### src/rtl/core/assert_macros.svh
// Assertion macros shared by the frame decoder RTL.
// No dependencies; included by files that carry concurrent assertions.
`ifndef ASSERT_MACROS_SVH
`define ASSERT_MACROS_SVH

// Property must hold at every clock edge outside reset.
`define HSFD_ASSERT(label, clk, rst_n, prop, msg) \
	label: assert property (@(posedge clk) disable iff (!rst_n) prop) else $error(msg);

// Expression must never be true outside reset.
`define HSFD_NEVER(label, clk, rst_n, expr, msg) \
	`HSFD_ASSERT(label, clk, rst_n, !(expr), msg)

`endif

### src/rtl/core/hsfd_pkg.sv
// Types, constants and the CRC-8 step for the measurement frame decoder.
// No dependencies; imported by the interface, tracker, scaler and top-level files.
package hsfd_pkg;

	localparam logic [7:0]  CRC_POLY      = 8'h31;
	localparam logic [7:0]  CRC_INIT      = 8'hFF;
	localparam logic [15:0] TEMP_SPAN     = 16'd17500;
	localparam logic [14:0] TEMP_OFFSET   = 15'd4500;
	localparam logic [15:0] HUM_SPAN      = 16'd10000;

	typedef enum logic [1:0] {
		STATUS_OK       = 2'd0,
		STATUS_TEMP_CRC = 2'd1,
		STATUS_HUM_CRC  = 2'd2
	} status_t;

	typedef enum logic [2:0] {
		POS_T_MSB = 3'd0,
		POS_T_LSB = 3'd1,
		POS_T_CRC = 3'd2,
		POS_H_MSB = 3'd3,
		POS_H_LSB = 3'd4,
		POS_H_CRC = 3'd5
	} byte_pos_t;

	typedef struct packed {
		logic [15:0] temp_word;
		logic [15:0] hum_word;
		logic        temp_bad;
		logic        hum_bad;
	} frame_done_t;

	function automatic logic [7:0] crc8_feed(input logic [7:0] crc, input logic [7:0] b);
		logic [7:0] c;
		c = crc ^ b;
		for (int k = 0; k < 8; k++) begin
			c = c[7] ? ((c << 1) ^ CRC_POLY) : (c << 1);
		end
		return c;
	endfunction

endpackage

### src/rtl/core/hsfd_scaler.sv
// Converts checked raw words into centi-degree and centi-percent values and a CRC status.
// Depends on hsfd_pkg for the scale constants, status codes and frame struct.
module hsfd_scaler import hsfd_pkg::*; (
	input  frame_done_t        done,
	output logic signed [14:0] temperature_centi,
	output logic        [13:0] humidity_centi,
	output status_t            status
);

	logic [31:0] temp_prod;
	logic [31:0] hum_prod;
	logic [14:0] temp_diff;

	assign temp_prod = 32'(done.temp_word) * 32'(TEMP_SPAN);
	assign hum_prod  = 32'(done.hum_word) * 32'(HUM_SPAN);
	// The floor quotient stays below 17500, so the wrapped difference is the
	// correct two's complement value.
	assign temp_diff = temp_prod[30:16] - TEMP_OFFSET;

	always_comb begin
		temperature_centi = '0;
		humidity_centi    = '0;
		if (done.temp_bad) begin
			status = STATUS_TEMP_CRC;
		end else begin
			temperature_centi = $signed(temp_diff);
			if (done.hum_bad) begin
				status = STATUS_HUM_CRC;
			end else begin
				status         = STATUS_OK;
				humidity_centi = hum_prod[29:16];
			end
		end
	end

endmodule

### config.mk
export PLATFORM = sky130hd
export DESIGN_NAME = hsfd_scaler
export DESIGN_NICKNAME = d
export VERILOG_FILES = /design/src/rtl/core/assert_macros.svh /design/src/rtl/core/hsfd_pkg.sv /design/src/rtl/core/hsfd_scaler.sv
export SDC_FILE = /design/constraint.sdc
export NUM_CORES = 1
export LEC_CHECK = 0
export ABC_AREA = 1
export BUFFER_PORTS_ARGS = -buffer_cell sky130_fd_sc_hd__clkbuf_2
export CAP_MARGIN = 30
export CORE_ASPECT_RATIO = 1.2
export CORE_MARGIN = 3
export CORE_UTILIZATION = 35
export DETAILED_ROUTE_END_ITERATION = 10
export PLACE_DENSITY_LB_ADDON = 0.05
export SYNTH_ARGS = -nofsm -noshare
export SYNTH_HDL_FRONTEND = slang
export SYNTH_SLANG_ARGS = --single-unit
### constraint.sdc
create_clock -name vclk -period 7.6
set_input_delay 1.52 -clock vclk [all_inputs]
set_output_delay 1.52 -clock vclk [all_outputs]
set_load 0.01 [all_outputs]
# Word-level counts from Yosys, hierarchy flattened
# Index checks and enable logic that the tools add are counted.
# Widths: inputs -> output; s select.
dict set report op_classes {
  n_bitwise 0
  n_mux 5
  addsub 1
  n_eq_ne 0
  n_lt_le_gt_ge 0
  shifts 0
  n_reduce_logical 0
  mul 2
  div 0
}
# cell count
set op_table {}
lappend op_table {{$mul 16x13->29 const B} 1}
lappend op_table {{$mux 14} 2}
lappend op_table {{$mul 16x10->26 const B} 1}
lappend op_table {{$mux 15} 1}
lappend op_table {{$sub 15x13->15 const B} 1}
lappend op_table {{$mux 2} 2}
dict set report word_totals {
  mem_count 0
  inputBits 34
  register_bits 0
  output_inout_bits 31
  romBits 0
  latchBits 0
  elab_cells 8
  mem_bits_rw 0
}

# Depth between registers and ports, before layout
dict set report depth {
  depth_word 3
  mapped_depth 30
  ltp_nobuf 30
}

# Least setup slack after synthesis
# No wires, ideal clock.
dict set report synth_path {
  path_type {input to output}
  startpoint {input port done[30] (netlist name)}
  endpoint {output port temperature_centi[14]}
  arrival_ns 5.632
  n_path_buf 0
  slack_ns 0.448
  stages 28
  cell_sequence {ha_1 -> inv_1 -> fa_1 -> inv_1 -> ha_1 -> fa_1 -> inv_1 -> fa_1 -> inv_1 -> ha_1 -> nand2_2 -> nor2_1 -> inv_1 -> nor2_2 -> nand2_1 -> nand2_1 -> nand2_1 -> and2_1 -> ha_1 -> inv_1 -> nand3_1 -> nand2_2 -> inv_2 -> nand2_2 -> nand2_2 -> nand3_1 -> a21oi_1 -> nor2_1}
}
dict set report synth_via {
  elab_chain_len 3
}
# element line
set synth_lines {}
lappend synth_lines {{start: declaration} hsfd_scaler.sv:4} ;# input frame_done_t done,
lappend synth_lines {{$mul 16x13->29} hsfd_scaler.sv:14} ;# assign temp_prod = 32'(done.temp_word) * 32'(TEMP_SPAN);
lappend synth_lines {{$sub 15x13->15} hsfd_scaler.sv:18} ;# assign temp_diff = temp_prod[30:16] - TEMP_OFFSET;
lappend synth_lines {{$mux 15} hsfd_scaler.sv:23} ;# if (done.temp_bad) begin
lappend synth_lines {{end: declaration} hsfd_scaler.sv:5} ;# output logic signed [14:0] temperature_centi,
# No other way between the ends.

# Worst setup path in the final report
dict set report layout_path {
  startpoint {input port done[26] (netlist name)}
  endpoint {output port temperature_centi[14]}
}
# The elaborated chain is that of the path after synthesis.

==> results <==
- The via count of the first global-routing pass came to about 5700.
- The all-layer global routing usage is between 15 and 20%.
- The type of element launching the critical path is an input pin.
- The number of stages on the worst hold path is 3.
- The share of total power in the clock network is 0%.
- The wire length of the first global-routing pass is about 26 mm.
- By count the netlist is led by sky130_fd_sc_hd__inv_1, sky130_fd_sc_hd__ha_1, sky130_fd_sc_hd__nand2_1.
- After legalization and detailed placement, the total HPWL measured 14.6 mm.
- The final layout contains roughly 1300 nets.
- Across the whole layout, storage elements account for 0 um^2.
- The total inserted antenna cells is 0.
- For this design, the slowest cell found on the critical path is sky130_fd_sc_hd__fa_1.
- The number of maximum-capacitance constraint violations is 0.
- The most numerous cell type found on the critical path is sky130_fd_sc_hd__nand2_1.
- The share of the core filled with cells in the final layout is a little over two fifths.
- The analysis attributes to net switching a power of 1.66 mW.
- The peak ir drop on the vdd network is around 0.16 mV.
- The data arrival time of the critical path is ~5.9 ns.
- Dividing total power by cell area gives a power density of 365 nW/um^2.
- The number of buffers added on ports is 65.
- The die is 130 um wide.
- The number of fill cells in the layout is roughly 1900.
- The number of clock buffers in the layout is 0.
- The highest cell delay on the worst timing path is 0.55 ns.
- The combinational group share of total power is 100.0%.
- The global routing stage identified its most utilized layer as met2.
- The sum of buffers and inverters on the critical path is 7.
- For this run, design rule violations remaining after detail routing come to 0.
- For met1 alone, demand over resource in global routing was a little over 20%.
- Adding up every negative setup slack in the final design gives 0 ns.
- Hold timing on the final database bottoms out at a slack of roughly 3.3 ns.
- Data on the critical path is required at its endpoint by 6.08 ns.
- Of the available clock period, the critical path in the final layout requires a little under 100%.
- The number of different library cells used by synthesis comes to 38.
- From synthesis to final layout, the design area changed by 19.5%.
- By area the synthesized netlist is led by sky130_fd_sc_hd__ha_1, sky130_fd_sc_hd__fa_1, sky130_fd_sc_hd__inv_1.
- The final count of negative-setup-slack endpoints is 0.
- The global placement routability congestion is around 0.8.
- The number of antenna violations at the first check in global routing came to 0.
- The largest fanout on the critical path is 4.
- The number of primary I/O pins is between 60 and 70.
- The number of nets in the synthesized netlist is about 1200.
- The via total after detailed routing is approximately 5600.
- Setup repair after global routing could not meet its margin everywhere.
- sky130_fd_sc_hd__ha_1 takes more of the synthesized area than any other cell.
- For this run, the register share of the synthesized area comes to 0%.
- The static power due to leakage is 4.47 nW.
- Buffers inserted to repair hold after CTS numbered 0.
- For this block, the initial DRC count from the detailed router was 127.
- The sum of overflow across all layers after global routing is 0.
- The routed design has ~16 mm of wire.
- The final max-slew violation count came to 0.
- The post-detailed-route via-to-cell ratio is roughly 4.6.
- Summed over its instances, the top area cell type makes up a little under a third of the synthesized netlist area.
- The post-route antenna net violation count is 0.
- The floorplan die area is roughly 20000 um^2.
- The clock period minus final worst setup slack is between 7 and 8 ns.
- On the critical path the largest part of the delay comes from adder cells.
- Entering global routing, the biggest net connects 15 pins.
- The first element of the critical path is done[26].
- The cell area after layout is just under 8000 um^2.
- For hold timing, the worst endpoint is humidity_centi[4].
- The average detailed-routed wire length per instance is ~13 um.
- After floorplanning, the core was sized to cover about 18000 um^2.
- sky130_fd_sc_hd__inv_1 is the most common cell in the netlist.
- After synthesis, the mean cell area works out to between 7 and 8 um^2.
- The run finished with clean final reports.
- Derived from the worst setup path, the maximum achievable clock frequency is 135 MHz.
- For met3 alone, demand over resource in global routing was 0.515%.
- The tightest min-delay check is of the in -> out type.
- For this run, the number of Yosys warnings is 0.
- The non-filler instance count after layout is 1198.
- Net switching is around three fifths of the power.
- The part of the total power dissipated in sequential elements is 0%.
- The type of the setup path with the least slack is in -> out.
- Measured along the y axis, the die boundary spans 155 um.
- The design draws approximately 2.8 mW.
- The initial utilization of the core area, before any placement, comes to between 30% and 40%.
- Headroom to the max-slew limit came out at 45.1%.
- The first detailed-routing pass ran for 4 iterations.
- The startpoint identified for the worst hold timing path is done[0].
- Cells with a size suffix above 1 make up 20.1% of the layout.
- The internal cell power is about 1.2 mW.
- At the placement stage, the worst setup path has a slack of -0.0181 ns.
- For met2 alone, demand over resource in global routing was 30.8%.
- The final count of hold timing violations is 0.
- The post-synthesis instance area is approximately 6500 um^2.
- The cell count after synthesis is between 800 and 900.
- The final layout contains a sequential cell count of 0.
- For the pin with the worst max-slew slack, the measured transition is approximately 0.8 ns.
- The endpoint type of the worst setup path is a primary output.
- In the post-route analysis, the smallest setup slack over all paths is around 0.22 ns.
- The cell area reported after detailed placement is ~7300 um^2.
- The floorplan has 53 rows.
- The total instance count after detailed placement is 1196.
metal layers:
layer / part of all wire, % / routed length [um]
met1: 43 / 6830
met2: 54 / 8550
met3: 1.9 / 294
met4: 0.24 / 38
met5: 0 / 0
worst max path at each step:
stage / endpoint / cells past startpoint / slack [ns]
after global routing: temperature_centi[14] / 32 / -0.02
after CTS: temperature_centi[14] / 30 / 0.01
after global placement: temperature_centi[12] / 30 / 0.01
after floorplan: temperature_centi[14] / 28 / 0.45
after detailed placement: temperature_centi[14] / 29 / -0.02
final: temperature_centi[14] / 29 / 0.22
area by class of cell:
cell class | instances | area, um^2 | area share (%)
Tap cell | 220 | 275 | 3.56
Multi-Input combinational cell | 626 | 5930 | 76.5
Inverter | 253 | 950 | 12.3
Timing Repair Buffer | 99 | 591 | 7.63
layout by cell type, fill, tap and decap left out, types with 2 or more instances in the layout:
master | synthesis | final
sky130_fd_sc_hd__nand3_1 | 26 | 20
sky130_fd_sc_hd__ha_4 | 0 | 19
sky130_fd_sc_hd__a21o_1 | 2 | 2
sky130_fd_sc_hd__nand2_1 | 140 | 126
sky130_fd_sc_hd__nand2_2 | 16 | 24
sky130_fd_sc_hd__clkbuf_4 | 0 | 4
sky130_fd_sc_hd__fa_1 | 78 | 78
sky130_fd_sc_hd__a21oi_1 | 65 | 63
sky130_fd_sc_hd__nand3b_1 | 4 | 4
sky130_fd_sc_hd__inv_2 | 4 | 12
sky130_fd_sc_hd__xor2_1 | 5 | 5
sky130_fd_sc_hd__o21ai_0 | 30 | 30
sky130_fd_sc_hd__and2_4 | 0 | 2
sky130_fd_sc_hd__nand4_1 | 6 | 6
sky130_fd_sc_hd__o21bai_1 | 5 | 3
sky130_fd_sc_hd__inv_1 | 249 | 241
sky130_fd_sc_hd__nor3_2 | 4 | 2
sky130_fd_sc_hd__nor3_1 | 6 | 6
sky130_fd_sc_hd__nor2_4 | 0 | 5
sky130_fd_sc_hd__nand2_4 | 0 | 6
sky130_fd_sc_hd__buf_2 | 0 | 6
sky130_fd_sc_hd__nor3_4 | 0 | 2
sky130_fd_sc_hd__nor2_2 | 7 | 4
sky130_fd_sc_hd__nor2_1 | 44 | 42
sky130_fd_sc_hd__clkbuf_2 | 0 | 55
sky130_fd_sc_hd__o21a_1 | 2 | 2
sky130_fd_sc_hd__nand3_2 | 4 | 10
sky130_fd_sc_hd__a21oi_2 | 2 | 3
sky130_fd_sc_hd__ha_1 | 164 | 144
sky130_fd_sc_hd__buf_4 | 1 | 34
power groups by stage:
stage	logic (mW)	clock network, mW	registers, mW
detailed placement	2.46	0	0
CTS	2.50	0	0
floorplan	1.72	0	0
global placement	2.48	0	0
finish	2.82	0	0
global route	3.23	0	0
kinds of logic (layout without fill, tap and decap cells):
| family | count (synthesis) | after routing | share of synthesized area [%] |
|---|---|---|---|
| xor+xnor | 8 | 8 | 1.49 |
| simple gates | 264 | 264 | 18.4 |
| compound gates | 112 | 112 | 9.39 |
| fa+ha+maj | 242 | 242 | 55.8 |
| buf+inv | 256 | 352 | 14.9 |
repair_timing:
action | in CTS | in global routing
pin swaps | 0 | 37
buffers inserted | 0 | 2
setup endpoints to repair | 2 | 9
hold endpoints to repair | 0 | 0
gates resized for setup | 2 | 84
Note: power is estimated with default switching activity, not from simulation.
