==> src/rtl/core/assert_macros.svh <==
// Assertion macros shared by the frame decoder RTL.
// No dependencies; included by files that carry concurrent assertions.
`ifndef ASSERT_MACROS_SVH
`define ASSERT_MACROS_SVH

// Property must hold at every clock edge outside reset.
`define HSFD_ASSERT(label, clk, rst_n, prop, msg) \
	label: assert property (@(posedge clk) disable iff (!rst_n) prop) else $error(msg);

// Expression must never be true outside reset.
`define HSFD_NEVER(label, clk, rst_n, expr, msg) \
	`HSFD_ASSERT(label, clk, rst_n, !(expr), msg)

`endif

==> src/rtl/core/hsfd_pkg.sv <==
// Types, constants and the CRC-8 step for the measurement frame decoder.
// No dependencies; imported by the interface, tracker, scaler and top-level files.
package hsfd_pkg;

	localparam logic [7:0]  CRC_POLY      = 8'h31;
	localparam logic [7:0]  CRC_INIT      = 8'hFF;
	localparam logic [15:0] TEMP_SPAN     = 16'd17500;
	localparam logic [14:0] TEMP_OFFSET   = 15'd4500;
	localparam logic [15:0] HUM_SPAN      = 16'd10000;

	typedef enum logic [1:0] {
		STATUS_OK       = 2'd0,
		STATUS_TEMP_CRC = 2'd1,
		STATUS_HUM_CRC  = 2'd2
	} status_t;

	typedef enum logic [2:0] {
		POS_T_MSB = 3'd0,
		POS_T_LSB = 3'd1,
		POS_T_CRC = 3'd2,
		POS_H_MSB = 3'd3,
		POS_H_LSB = 3'd4,
		POS_H_CRC = 3'd5
	} byte_pos_t;

	typedef struct packed {
		logic [15:0] temp_word;
		logic [15:0] hum_word;
		logic        temp_bad;
		logic        hum_bad;
	} frame_done_t;

	function automatic logic [7:0] crc8_feed(input logic [7:0] crc, input logic [7:0] b);
		logic [7:0] c;
		c = crc ^ b;
		for (int k = 0; k < 8; k++) begin
			c = c[7] ? ((c << 1) ^ CRC_POLY) : (c << 1);
		end
		return c;
	endfunction

endpackage

==> src/rtl/core/hsfd_frame_tracker.sv <==
// Byte position, running CRC and captured words of the frame in progress.
// Depends on hsfd_pkg for the CRC step, position codes and the frame struct.
module hsfd_frame_tracker import hsfd_pkg::*; (
	input  logic        clk,
	input  logic        arst_n,
	input  logic        step,
	input  logic [7:0]  byte_in,
	input  logic        start_in,
	output logic        last_byte,
	output frame_done_t done
);

	logic [2:0]  pos_q;
	logic [7:0]  crc_q;
	logic [15:0] temp_word_q;
	logic [15:0] hum_word_q;
	logic        temp_bad_q;
	logic [2:0]  pos_eff;

	// A start mark, or an unreachable position, restarts the frame.
	assign pos_eff   = (start_in || pos_q > POS_H_CRC) ? POS_T_MSB : pos_q;
	assign last_byte = (pos_eff == POS_H_CRC);

	assign done.temp_word = temp_word_q;
	assign done.hum_word  = hum_word_q;
	assign done.temp_bad  = temp_bad_q;
	assign done.hum_bad   = (crc_q != byte_in);

	always_ff @(posedge clk or negedge arst_n) begin
		if (!arst_n) begin
			pos_q       <= POS_T_MSB;
			crc_q       <= CRC_INIT;
			temp_word_q <= '0;
			hum_word_q  <= '0;
			temp_bad_q  <= 1'b0;
		end else if (step) begin
			pos_q <= (pos_eff >= POS_H_CRC) ? POS_T_MSB : pos_eff + 3'd1;
			case (pos_eff)
				POS_T_MSB: begin
					temp_word_q <= {byte_in, 8'h00};
					crc_q       <= crc8_feed(CRC_INIT, byte_in);
				end
				POS_T_LSB: begin
					temp_word_q <= {temp_word_q[15:8], byte_in};
					crc_q       <= crc8_feed(crc_q, byte_in);
				end
				POS_T_CRC: begin
					temp_bad_q <= (crc_q != byte_in);
					crc_q      <= CRC_INIT;
				end
				POS_H_MSB: begin
					hum_word_q <= {byte_in, 8'h00};
					crc_q      <= crc8_feed(CRC_INIT, byte_in);
				end
				POS_H_LSB: begin
					hum_word_q <= {hum_word_q[15:8], byte_in};
					crc_q      <= crc8_feed(crc_q, byte_in);
				end
				default: begin
					crc_q <= CRC_INIT;
				end
			endcase
		end
	end

endmodule

==> config.mk <==
export PLATFORM = sky130hd
export DESIGN_NAME = hsfd_frame_tracker
export DESIGN_NICKNAME = d
export VERILOG_FILES = /design/src/rtl/core/assert_macros.svh /design/src/rtl/core/hsfd_pkg.sv /design/src/rtl/core/hsfd_frame_tracker.sv
export SDC_FILE = /design/constraint.sdc
export NUM_CORES = 1
export LEC_CHECK = 0
export BUFFER_PORTS_ARGS = -buffer_cell sky130_fd_sc_hd__buf_2
export CORE_MARGIN = 1
export CORE_UTILIZATION = 30
export CTS_CLUSTER_SIZE = 25
export DETAILED_ROUTE_END_ITERATION = 10
export GPL_ROUTABILITY_DRIVEN = 0
export PLACE_DENSITY = 0.53
export SETUP_SLACK_MARGIN = 0.05
export SKIP_LAST_GASP = 1
export SYNTH_ARGS = -nofsm -noshare
export SYNTH_HDL_FRONTEND = slang
export SYNTH_SLANG_ARGS = --single-unit
==> constraint.sdc <==
create_clock -name clk -period 6.2 [get_ports clk]
set_input_delay 0.62 -clock clk [delete_from_list [all_inputs] [get_ports clk]]
set_output_delay 0.62 -clock clk [all_outputs]
set_load 0.1 [all_outputs]
* Yosys cells after proc, flatten, opt, wreduce, memory -nomap -nowiden *
Index checks and enable logic that the tools add are counted.
W data, S select, Z words.

storage, ports and cells
  bits in registers = 44
  output and inout bits = 35
  word-level logic and storage cells = 68

cells by class
  add/subtract/negate cells = 1
  $lt $le $gt $ge = 2
  equal/unequal tests = 6
  muxes and demuxes = 21
  bitwise gates (word level) = 20
  reduce and logical (&&, ||, !) cells = 11

operators with widths
  operator               number
  $mux W6                16
  $pmux W16 S2           2
  $not A3 Y3             16
  $pmux W8 S2            1
  $ne A8 B8 Y1           1
  $not A8 Y8             1
  $xor A8 B8 Y8          1
  $eq A3 B2 Y1 const B   2
  $eq A3 B3 Y1 const B   2
  $mux W3                2
  $reduce_and A2 Y1      3
  $reduce_and A3 Y1      2
  $reduce_bool A2 Y1     2
  $reduce_or A2 Y1       2
  $add A3 B1 Y3 const B  1
  $eq A3 B1 Y1 const B   1
  $ge A3 B3 Y1 const B   1
  $gt A3 B3 Y1 const B   1
  $logic_not A3 Y1       1
  $not A1 Y1             2
  $logic_or A1 B1 Y1     1

* Longest topological paths before layout *
  word-level depth = 18
  mapped depth = 9
  mapped depth without buffers = 9

* Worst setup path after synthesis *
No wires, ideal clock.

  path type = input to output
  start = in byte_in[4]
  end = out done[0] (netlist name)
  arrival time = 2.157 ns
  required time = 5.580 ns
  setup slack = 3.423 ns
  cell stages on the path = 4
  cells stage by stage = buf_2 xnor2_1 nand4_1 or4_1

RTL lines
  item                RTL line                  RTL
  start: declaration  hsfd_frame_tracker.sv:7   input logic [7:0] byte_in,
  end: declaration    hsfd_frame_tracker.sv:10  output frame_done_t done

==> impl_metrics.prom <==
# TYPE chip_impl_metric gauge
chip_impl_metric{name="drt_wl_total",unit="mm"} 5.36
chip_impl_metric{name="count_of_pins_on_the_block_boundary",unit=""} 47
chip_impl_metric{name="crit_required",unit="ns"} 5.58
chip_impl_metric{name="avgSynthCellArea",unit="um2"} 11.9
chip_impl_metric{name="fillers",unit=""} 738
chip_impl_metric{name="chipHeight",unit="um"} 89.7
chip_impl_metric{name="slew_headroom",unit="%"} 33.4
chip_impl_metric{name="crit_arrival",unit="ns"} 2.16
chip_impl_metric{name="synth_compound_area_share",unit="%"} 14.4
chip_impl_info{name="hold_path.class",value="in -> async"} 1
chip_impl_metric{name="synth_nets",unit=""} 211
chip_impl_metric{name="worstPathMaxFanout",unit=""} 7
chip_impl_metric{name="cts_resized",unit=""} 0
chip_impl_metric{name="route.vias.total",unit=""} 1612
chip_impl_metric{name="hpwl",unit="mm"} 3.68
chip_impl_info{name="status",value="complete, no violations"} 1
chip_impl_info{name="yosys_most_used_dff",value="sky130_fd_sc_hd__dfrtp_1"} 1
chip_impl_metric{name="core.rowCount",unit=""} 31
chip_impl_metric{name="number_of_synthesized_register_bits",unit=""} 44
chip_impl_metric{name="timing.setup.tns",unit="ns"} 0
chip_impl_metric{name="report.final.hold_viol_count",unit=""} 0
chip_impl_metric{name="core_area",unit="um2"} 7330
chip_impl_metric{name="drt_iter0_markers",unit=""} 48
chip_impl_info{name="criticalPathCategory",value="in -> out"} 1
chip_impl_metric{name="multi_input_comb_area",unit="um2"} 1100
chip_impl_metric{name="fmax",unit="MHz"} 359
chip_impl_info{name="cp_startpoint_kind",value="input pin"} 1
chip_impl_metric{name="netlist-cell-type-count",unit=""} 46
chip_impl_info{name="critical_path.endpoint_type",value="primary output"} 1
chip_impl_metric{name="area_of_the_die",unit="um2"} 8050
chip_impl_metric{name="yosys.area_share.adder",unit="%"} 2.71
chip_impl_metric{name="final_nets",unit=""} 254
chip_impl_metric{name="asyncSetResetFlopFracSynth",unit="%"} 100
chip_impl_metric{name="post-cts-setup-buffers",unit=""} 0
chip_impl_metric{name="final.period_utilization",unit="%"} 44.9
chip_impl_metric{name="vias_in_the_first_global_route",unit=""} 1591
chip_impl_info{name="layout.cells.most_common_list",value="sky130_fd_sc_hd__buf_2, sky130_fd_sc_hd__dfrtp_1, sky130_fd_sc_hd__xnor2_1"} 1
chip_impl_metric{name="mappedNetlistArea",unit="um2"} 2310
chip_impl_metric{name="timing.reg2reg.setup_slack",unit="ns"} 3.68
chip_impl_metric{name="ys.warnings.count",unit=""} 0
chip_impl_metric{name="fraction_of_synthesized_area_in_multiplexers",unit="%"} 8.30
chip_impl_metric{name="cts.sink_count",unit=""} 44
chip_impl_metric{name="cts.htree.levels",unit=""} 2
chip_impl_metric{name="synth-edff-count",unit=""} 0
chip_impl_metric{name="clock_path_buffers",unit=""} 2
chip_impl_info{name="setup_repair_after_global_routing_missed_its_margin",value="false"} 1
chip_impl_metric{name="grt_first_pass_wirelength",unit="mm"} 8.51
chip_impl_metric{name="worst_skew_pair.late_latency",unit="ns"} 0.30
chip_impl_metric{name="drtPass1Iterations",unit=""} 4
chip_impl_metric{name="sequential_cell_area",unit="um2"} 1110
chip_impl_metric{name="simple_gate_portion_of_the_synthesized_area",unit="%"} 7.92
chip_impl_metric{name="initial_core_util",unit="%"} 31.5
chip_impl_metric{name="grt.overflow.total",unit=""} 0
chip_impl_metric{name="drive_gt1_share",unit="%"} 37.8
chip_impl_metric{name="grt_antenna_before_repair",unit=""} 0
chip_impl_metric{name="all_layer_gr_usage",unit="%"} 14.4
chip_impl_metric{name="area_growth_syn_to_layout",unit="%"} 18.0
chip_impl_metric{name="setup_viol_count_final",unit=""} 0
chip_impl_metric{name="fraction_of_synthesized_cell_area_in_xor_and_xnor_cells",unit="%"} 14.3
chip_impl_metric{name="port_buffers",unit=""} 46
chip_impl_metric{name="detail-route-antenna-nets",unit=""} 0
chip_impl_metric{name="floorplan.die.width",unit="um"} 89.7
chip_impl_info{name="r2r_start",value="pos_q[2]"} 1
chip_impl_metric{name="detail_route.wl_per_cell",unit="um"} 15.9
chip_impl_metric{name="cells_after_synthesis",unit=""} 194
chip_impl_metric{name="placedInstanceArea",unit="um2"} 2600
chip_impl_metric{name="fin_util",unit="%"} 37.1
chip_impl_metric{name="cts-hold-fix-buffers",unit=""} 0
chip_impl_info{name="combinational_family_with_the_most_area_after_synthesis",value="compound AO/OA/AOI/OAI gates"} 1
chip_impl_metric{name="clock-skew-final",unit="ns"} 0.00546
chip_impl_metric{name="worstMarginPinSlew",unit="ns"} 0.999
chip_impl_metric{name="post-route-drc-count",unit=""} 0
chip_impl_metric{name="via_per_inst",unit=""} 4.78
chip_impl_info{name="worst_r2r_endpoint",value="hum_word_q[9]"} 1
chip_impl_metric{name="cts_inserted_buffers",unit=""} 5
chip_impl_metric{name="antenna_cells",unit=""} 0
chip_impl_metric{name="worst_r2r_path_depth",unit=""} 8
chip_impl_metric{name="max_cap_violations",unit=""} 0
chip_impl_metric{name="layout.cell_area.non_filler",unit="um2"} 2720
chip_impl_info{name="tritoncts",value="yes"} 1
chip_impl_metric{name="grt_max_degree",unit=""} 45
chip_impl_metric{name="synth.yosys.seq_area_share",unit="%"} 48.2
chip_impl_info{name="layout_commonest_cell",value="sky130_fd_sc_hd__buf_2"} 1
chip_impl_metric{name="post-route-min-period",unit="ns"} 2.78
chip_impl_info{name="clockRootBuffer",value="sky130_fd_sc_hd__clkbuf_8"} 1
chip_impl_metric{name="cts.clk_slew.worst_paths",unit="ns"} 0.08
chip_impl_metric{name="slew_violations",unit=""} 0
## logic make-up after synthesis
group / after synthesis
DFF: 44
AOI/OAI and AO/OA: 42
xor gates and xnor gates: 32
buffers and inverters: 19
and+or+nand+nor: 35
adders and majority gates: 5
muxes: 17
## worst max-delay path: stages
cell	delay [ns]
sky130_fd_sc_hd__buf_2	0.16
sky130_fd_sc_hd__xnor2_1	0.34
sky130_fd_sc_hd__nand4_1	0.13
sky130_fd_sc_hd__or4_1	0.59
sky130_fd_sc_hd__buf_2	0.32
## cell type report
cell class	instances	area share, %
Clock buffer	6	3.03
Clock inverter	2	1.43
Inverter	8	1.10
Multi-Input combinational cell	131	40.3
Sequential cell	44	40.8
Tap cell	99	4.55
Timing Repair Buffer	47	8.74
## flip-flops by register name, summed over array words and instances (netlist names)
name / flops
temp_word_q: 16
temp_bad_q: 1
pos_q: 3
crc_q: 8
hum_word_q: 16
## Yosys cell counts (all sizes together), types with 2 or more instances
cell type | n | share of area [%]
xor2 | 8 | 4.2
o32a | 2 | 0.87
dfstp | 8 | 9.1
xnor2 | 23 | 9.1
and2 | 3 | 0.81
a22o | 16 | 6.2
dfrtp | 36 | 39
a21oi | 5 | 1.2
or4 | 3 | 0.98
mux2 | 17 | 8.3
ha | 5 | 2.7
inv | 8 | 1.3
a221oi | 3 | 1.1
nand2 | 5 | 0.81
a21o | 3 | 0.98
clkbuf | 5 | 0.81
nand3b | 2 | 0.65
o21ai | 4 | 0.87
o211ai | 2 | 0.65
buf | 6 | 2.2
nor2 | 14 | 2.3
## per-stage QoR
stage | cells | setup slack (ns) | hold WS (ns)
CTS | 337 | 3.39 | 0.508
global placement | 329 | 3.41 | 0.481
floorplan | 194 | 3.42 | 0.324
finish | 337 | 3.42 | 0.480
global route | 337 | 3.35 | 0.521
detailed placement | 329 | 3.39 | 0.484
## worst max-delay path by stage
stage,start,endpoint,slack [ns],cells after the start
after detailed placement,byte_in[3],done[0],3.39,5
after floorplan,byte_in[4],done[0],3.42,4
after CTS,byte_in[3],done[0],3.39,5
after global placement,byte_in[3],done[0],3.41,5
final,byte_in[4],done[0],3.42,5
after global routing,byte_in[3],done[0],3.35,5
## routing by layer
layer,global-route usage [%],routed length (um),vias to the layer above
li1,-,-,770
met1,18.9,2620,799
met2,23.7,2450,35
met3,3.47,227,8
met4,3.90,61,0
met5,0,0,-
Power is not shown: default switching activity piles up to over one toggle a cycle in this logic, so the estimate is an artifact.
